--- src/rtl/efr_pkg.sv ---
// ----------------------------------------------------------------------------
// efr_pkg
// Shared widths, CORDIC arctangent table and fixed-point helpers for the
// Euler frame rotation block.
// ----------------------------------------------------------------------------
package efr_pkg;

  localparam int ANGLE_BITS   = 16;
  localparam int DATA_BITS    = 32;
  localparam int CORDIC_STEPS = 28;
  localparam int STEP_W       = $clog2(CORDIC_STEPS);
  localparam int COEF_FRAC    = ((61 - DATA_BITS) > 30) ? 30 : (61 - DATA_BITS);
  localparam int COEF_SH      = 30 - COEF_FRAC;
  // CORDIC datapath: Q1.30 with headroom
  localparam int CW           = 34;
  // phase register, 32-bit turn plus sign headroom
  localparam int ZW           = 33;
  localparam int QW           = 32;  // Q1.30 value incl. +-1.0
  localparam int CF_W         = COEF_FRAC + 2;
  localparam int ACC_W        = CF_W + DATA_BITS + 2;

  localparam logic signed [CW-1:0] CORDIC_X0 = CW'(652032874);

  typedef logic signed [QW-1:0] q30_t;
  typedef logic signed [CF_W-1:0] coef_t;
  typedef logic signed [DATA_BITS-1:0] data_t;
  typedef logic [ANGLE_BITS-1:0] angle_t;

  typedef struct packed {
    logic signed [CW-1:0] x;
    logic signed [CW-1:0] y;
    logic signed [ZW-1:0] z;
    logic                 flip;
  } rot_t;

  typedef struct packed {
    rot_t  roll;
    rot_t  pitch;
    rot_t  yaw;
    logic  mode;
    data_t vx;
    data_t vy;
    data_t vz;
  } cell_t;

  function automatic logic signed [ZW-1:0] atan_phase(input logic [STEP_W-1:0] i);
    case (i)
      5'd0:  atan_phase = ZW'(536870912);
      5'd1:  atan_phase = ZW'(316933406);
      5'd2:  atan_phase = ZW'(167458907);
      5'd3:  atan_phase = ZW'(85004756);
      5'd4:  atan_phase = ZW'(42667331);
      5'd5:  atan_phase = ZW'(21354465);
      5'd6:  atan_phase = ZW'(10679838);
      5'd7:  atan_phase = ZW'(5340245);
      5'd8:  atan_phase = ZW'(2670163);
      5'd9:  atan_phase = ZW'(1335087);
      5'd10: atan_phase = ZW'(667544);
      5'd11: atan_phase = ZW'(333772);
      5'd12: atan_phase = ZW'(166886);
      5'd13: atan_phase = ZW'(83443);
      5'd14: atan_phase = ZW'(41722);
      5'd15: atan_phase = ZW'(20861);
      5'd16: atan_phase = ZW'(10430);
      5'd17: atan_phase = ZW'(5215);
      5'd18: atan_phase = ZW'(2608);
      5'd19: atan_phase = ZW'(1304);
      5'd20: atan_phase = ZW'(652);
      5'd21: atan_phase = ZW'(326);
      5'd22: atan_phase = ZW'(163);
      5'd23: atan_phase = ZW'(81);
      5'd24: atan_phase = ZW'(41);
      5'd25: atan_phase = ZW'(20);
      5'd26: atan_phase = ZW'(10);
      5'd27: atan_phase = ZW'(5);
      default: atan_phase = '0;
    endcase
  endfunction

  // Phase setup: widen the angle to a 32-bit turn, fold quadrants 2 and 3
  function automatic rot_t rot_init(input angle_t a);
    logic [31:0] ph;
    logic        flip;
    rot_t        r;
    ph   = {a, {(32 - ANGLE_BITS){1'b0}}};
    flip = ph[31] ^ ph[30];
    if (flip) ph = ph + 32'h8000_0000;
    r.x    = CORDIC_X0;
    r.y    = '0;
    r.z    = ZW'($signed(ph));
    r.flip = flip;
    return r;
  endfunction

  // Q1.30 product rounded with floor shift
  function automatic q30_t mulq30(input q30_t a, input q30_t b);
    logic signed [63:0] p;
    p = 64'(a) * 64'(b) + 64'sd536870912;
    return QW'(p >>> 30);
  endfunction

  // Final result: flip sign if needed, clamp to +-1.0
  function automatic q30_t clamp_q30(input logic signed [CW-1:0] v, input logic flip);
    logic signed [CW:0] t;
    t = flip ? -(CW+1)'(v) : (CW+1)'(v);
    if (t > (CW+1)'(64'sd1073741824)) return QW'(32'sd1073741824);
    if (t < -(CW+1)'(64'sd1073741824)) return -QW'(32'sd1073741824);
    return QW'(t);
  endfunction

  function automatic coef_t to_coef(input logic signed [QW+1:0] e);
    logic signed [QW+1:0] t;
    t = e;
    if (COEF_SH > 0) t = (e + (QW+2)'((64'sd1 << COEF_SH) >> 1)) >>> COEF_SH;
    if (t > (QW+2)'(64'sd1 << COEF_FRAC)) return CF_W'(64'sd1 << COEF_FRAC);
    if (t < -(QW+2)'(64'sd1 << COEF_FRAC)) return -CF_W'(64'sd1 << COEF_FRAC);
    return CF_W'(t);
  endfunction

endpackage

--- src/rtl/efr_cordic_cell.sv ---
// ----------------------------------------------------------------------------
// efr_cordic_cell
// One CORDIC rotation step for all three angles; hands its beat onward.
// ----------------------------------------------------------------------------
module efr_cordic_cell (
  input  logic                           clk,
  input  logic                           rst_n,
  input  logic                           en,
  input  logic [efr_pkg::STEP_W-1:0]     step,
  input  logic                           vld_in,
  input  efr_pkg::cell_t                 d_in,
  output logic                           vld_out,
  output efr_pkg::cell_t                 d_out
);
  import efr_pkg::*;

  cell_t d_nxt;

  function automatic rot_t rot_step(input rot_t r, input logic [STEP_W-1:0] i,
                                    input logic signed [ZW-1:0] a);
    rot_t o;
    logic signed [CW-1:0] dx;
    logic signed [CW-1:0] dy;
    o  = r;
    dx = r.y >>> i;
    dy = r.x >>> i;
    if (!r.z[ZW-1]) begin
      o.x = r.x - dx; o.y = r.y + dy; o.z = r.z - a;
    end else begin
      o.x = r.x + dx; o.y = r.y - dy; o.z = r.z + a;
    end
    return o;
  endfunction

  // rotate each angle by one step
  always_comb begin
    d_nxt       = d_in;
    d_nxt.roll  = rot_step(d_in.roll, step, atan_phase(step));
    d_nxt.pitch = rot_step(d_in.pitch, step, atan_phase(step));
    d_nxt.yaw   = rot_step(d_in.yaw, step, atan_phase(step));
  end

  // advance on enable
  always_ff @(posedge clk) begin
    if (!rst_n) begin
      vld_out <= 1'b0;
    end else if (en) begin
      vld_out <= vld_in;
    end
    if (en) d_out <= d_nxt;
  end
endmodule

--- config.mk ---
export PLATFORM = sky130hd
export DESIGN_NAME = efr_cordic_cell
export DESIGN_NICKNAME = d
export VERILOG_FILES = /design/src/rtl/efr_pkg.sv /design/src/rtl/efr_cordic_cell.sv
export SDC_FILE = /design/constraint.sdc
export NUM_CORES = 2
export LEC_CHECK = 0
export ABC_CLOCK_PERIOD_IN_PS = 14900
export BUFFER_PORTS_ARGS = -buffer_cell sky130_fd_sc_hd__buf_2
export CORE_AREA = 2 2 321 323
export CTS_CLUSTER_SIZE = 14
export DETAILED_ROUTE_END_ITERATION = 16
export DIE_AREA = 0 0 323 325
export PLACE_DENSITY = 0.77
export SLEW_MARGIN = 20
export SYNTH_ARGS = -nofsm -noshare
export SYNTH_HDL_FRONTEND = slang
export SYNTH_SLANG_ARGS = --single-unit
--- constraint.sdc ---
create_clock -name clk -period 14.9 [get_ports clk]
set_clock_uncertainty 0.1 [all_clocks]
set_input_delay 2.98 -clock clk [delete_from_list [all_inputs] [get_ports clk]]
set_output_delay 2.98 -clock clk [all_outputs]
set_load 0.01 [all_outputs]
# Word level (Yosys, flattened, before mapping)
# Memory sizes are Yosys's and may differ from the RTL's.
# Cells that the tools add are included.
[word_totals]
elab_cells = 47
memories = 3
register_bits = 404
output_inout_bits = 404
in_bits = 412
romBits = 2880
[mem_list]
columns = ["memory", "words", "word_bits", "rd", "rd_clocked_by_memory_dff", "wr", "line_no", "source"]
rows = [
  ["(name not given)", 32, 30, 1, 0, 0, "efr_pkg.sv:47", "case (i)"],
  ["(name not given)", 32, 30, 1, 0, 0, "efr_pkg.sv:47", ""],
  ["(name not given)", 32, 30, 1, 0, 0, "efr_pkg.sv:47", ""],
]
[op_classes]
addsub = 18
n_mux = 3
n_shift = 6
[op_table]
columns = ["op", "n"]
rows = [
  ["$mux W101", 3],
  ["$add A34 B34 Y34", 6],
  ["$sshr A34 B5 Y34", 6],
  ["$sub A34 B34 Y34", 6],
  ["$add A33 B33 Y33", 3],
  ["$sub A33 B33 Y33", 3],
]

# Logic depth before layout (Yosys ltp)
[depth]
depth_word = 3
depth_mapped = 32
mapped_depth_nobuf = 24

# Worst setup path after synthesis
# Ideal clock, no wire load.
[synth_path]
path_kind = "in2reg"
startpoint = "input step[1] (netlist name)"
endpoint = "register d_out[334] (netlist name), data pin"
path_buffers = 8
stages = 30
setup_slack_ns = 4.666
arrival_time_ns = 9.927
setup_time_ns = 0.207
required_ns = 14.593
cell_sequence = "buf_2 -> inv_2 -> buf_4 -> buf_4 -> buf_2 -> buf_4 -> buf_2 -> buf_2 -> ha_1 -> nand2b_1 -> a21oi_1 -> a311oi_1 -> and3_1 -> and3_1 -> nand3b_1 -> nor4b_2 -> buf_2 -> nor2_1 -> mux2_2 -> ha_1 -> a21o_1 -> a21o_1 -> a21oi_1 -> nand2_1 -> o41ai_1 -> o21ai_0 -> a221oi_1 -> o21ai_0 -> mux2i_1 -> a2111oi_0"
[synth_lines]
columns = ["item", "line_no", "source"]
rows = [
  ["start, declared", "efr_cordic_cell.sv:9", "input logic [efr_pkg::STEP_W-1:0] step,"],
  ["end signal, assigned", "efr_cordic_cell.sv:50", "if (en) d_out <= d_nxt;"],
  ["end, declared", "efr_cordic_cell.sv:13", "output efr_pkg::cell_t d_out"],
]

==> metrics.txt <==
largest net degree at the start of global routing=150; register area share after synthesis=25.2%; CP Capture Type=flip-flop; FF+latch area=0.0121 mm²; hold buffer count at CTS=0; met3 wire len=30300 µm; global route total overflow=0; routed length per instance=29.5 µm; Worst EP required=15.22 ns; met2 wire len=86100 µm; Layout Cells excl Fill=7065; DRC Markers=0; final wirelength=208000 µm; f_max=88.6 MHz; mapped cell area=0.0481 mm²; Max Slew Vio Count=0; slowest CP cell=o21ai_0; vias in the first global route=43700; crit path DAT=11.60 ns; hold path depth=2; Num CTS Buffers=47; DIE WIDTH=323 µm; main combinational cell family by area after synthesis=multiplexers; IO buf count=815; # setup viols final=0; Final ANT Viol Nets=0; largest cells by area after synthesis=edfxtp_1 (25%), mux4_2 (12%), ha_1 (8.0%), xnor2_1 (5.5%), mux2i_1 (4.7%); #FFs+latches synth=404; initial antenna violation count=51; placed cell count=6940; CTS max path bufs=3; unrepaired setup endpoints after global routing=no; Syn Nets=5705; post-synthesis adder-cell area fraction=8.39%; Distinct cells, synth=123; mux cell area share after synthesis=20.7%; row count=117; Gate Count Post-Synth=4976; drt first pass iters=7; CP peak stage delay=0.69 ns; pre-CTS setup slack=3.40 ns; critical path class=in2reg; die area=0.105 mm²; PwrDens=107 mW/mm²; HP Class=reg2reg; synth cell count leaders=nor2_1 (426), edfxtp_1 (403), nand2_1 (388); number of nets in the layout=6350; max-cap violations=0; post-synthesis simple-gate area fraction=14.3%; setup TNS=0 ns; most frequent cell after synthesis=nor2_1; top layer reached by signal wires=met5; Max H-tree Level=2; crit share post-route=75.7%; status=finished, final reports clean; Async S/R FF share, synth=0%; Tot Pwr=5.82 mW; xor/xnor share of the synthesized area=8.28%; post-cts repair resize count=0; worst r2r path cells=2; GRT Resource Usage Total=38.0%; drt via density=6.72; setup ws final=3.62 ns; worst slew pin tran=1.18 ns; critical path, cell by cell=buf_8 > inv_1 > ha_1 > or2_2 > o21ai_0 > a211oi_1 > a21oi_1 > ha_1 > and4b_1 > and3b_1 > nand4_1 > inv_1 > nor2_1 > mux2_2 > ha_1 > nand4_1 > or3_1 > o2bb2ai_1 > o41ai_1 > o21ai_0 > a221oi_1 > o21ai_0 > mux2i_1 > a2111oi_0; reg2reg setup slack=14.16 ns; post-synth top area share=25.2%; CTS Sinks=404; EDFF count, synth=403; Core Region=0.101 mm²; GPL Wtd Cong=1.06; worst rel slew slack=21.7%; Final HPWL DP=161000 µm; Yosys top cell by area=edfxtp_1; post-CTS setup buffer count=0; Chip Height=325 µm; Ports=816; Buffers & Inverters on Critical Path=3; share of layout cells above drive strength 1=24.7%; synth warn=0; root buffer cell=clkbuf_16; Layout area overhead=13.3%; CP max FO=49; syn avg cell area=9.67 µm²; fin util=53.8%; register clock-pin slew on the reported worst setup and hold paths=0.06 ns; met1 WL=82400 µm; DR vias=47500; CTS tree=done; Peak VDD IR=0.0970 mV; Initial Utilization=47.5%; Compound-Gate Fraction of Synth Area=19.0%; Worst-Skew Late Latency=0.64 ns; final hold vios=0; number of cells on the critical path=24; Filler cells=9227; Worst path top cell family by delay=compound AO/OA/AOI/OAI gates; first-pass GRT wire length=297000 µm; Primary FF master, synth=edfxtp_1; area of the multi-input gates=0.0340 mm²; initial DRC count=7301; CP Launch Type=input port; fin crit period=11.28 ns; leak pwr=22.7 nW
flip-flops by register name, indices dropped and copies added, names as in the netlist:
register and count:
d_out 403, vld_out 1
per-stage QoR:
step	hold slack (ns)	instance area, µm²
6_report	0.457	54500
3_5_place_dp	0.437	52900
3_3_place_gp	0.393	52900
2_1_floorplan	0.438	48100
4_1_cts	0.451	54400
5_1_grt	0.486	54500
worst reg2reg max path, cell delays in order (launching register included):
cell and delay (ns):
dfxtp_1 0.31, mux2i_1 0.15, nor2b_1 0.07
final timing paths:
| path | start | to |
|---|---|---|
| max reg2reg | vld_out | vld_out |
| min | vld_out | vld_out |
| max | step[0] | d_out[334] |
| min reg2reg | vld_out | vld_out |
per-layer routing:
metal | track usage [%] | vias up
met5 | 0.556 | -
met4 | 15.7 | 10
met3 | 15.1 | 552
met2 | 53.1 | 3529
met1 | 51.8 | 22800
li1 | - | 20600
cells by family (layout without fill, tap and decap cells):
family | Yosys count | after routing
buffers and inverters | 383 | 1065
flip-flops | 404 | 404
AO/OA/AOI/OAI | 1391 | 1391
adder cells (fa/ha/maj) | 317 | 317
multiplexers | 618 | 618
AND/OR/NAND/NOR | 1409 | 1409
other | 0 | 39
XOR/XNOR | 454 | 454
final cells by class:
class	instances	share of cell area, %
well taps	1368	3.14
diodes	39	0.179
repair buffers	870	8.42
clock buffers	59	2.24
flip-flops and latches	404	22.2
inverters	109	0.765
clock inverters	27	0.565
multi-input cells	4189	62.4
power breakdown:
part / switching [mW] / internal [mW]
Clock: 0.514 / 0.672
Combinational: 1.79 / 1.16
Sequential: 0.0759 / 1.61
Total: 2.38 / 3.45
cells in the final DEF (no fill, tap or decap), types with 44 or more instances in the layout:
cell type  count
o21a_1        58
and3_1        62
a211oi_1      49
buf_2        806
nor2b_1       58
a31oi_1      108
xnor2_1      303
edfxtp_1     403
nand2_1      388
mux2_2       103
nand3_1       95
clkbuf_16     47
nand2b_1      82
buf_4         56
and2_1        44
ha_1         308
a21o_1       135
nor3_1        77
inv_1        104
a21oi_1      384
xor2_1       150
o22ai_1       56
mux2i_1      228
nor2_1       423
mux4_2       255
o21ai_0      241
(Power assumes the default switching activity.)
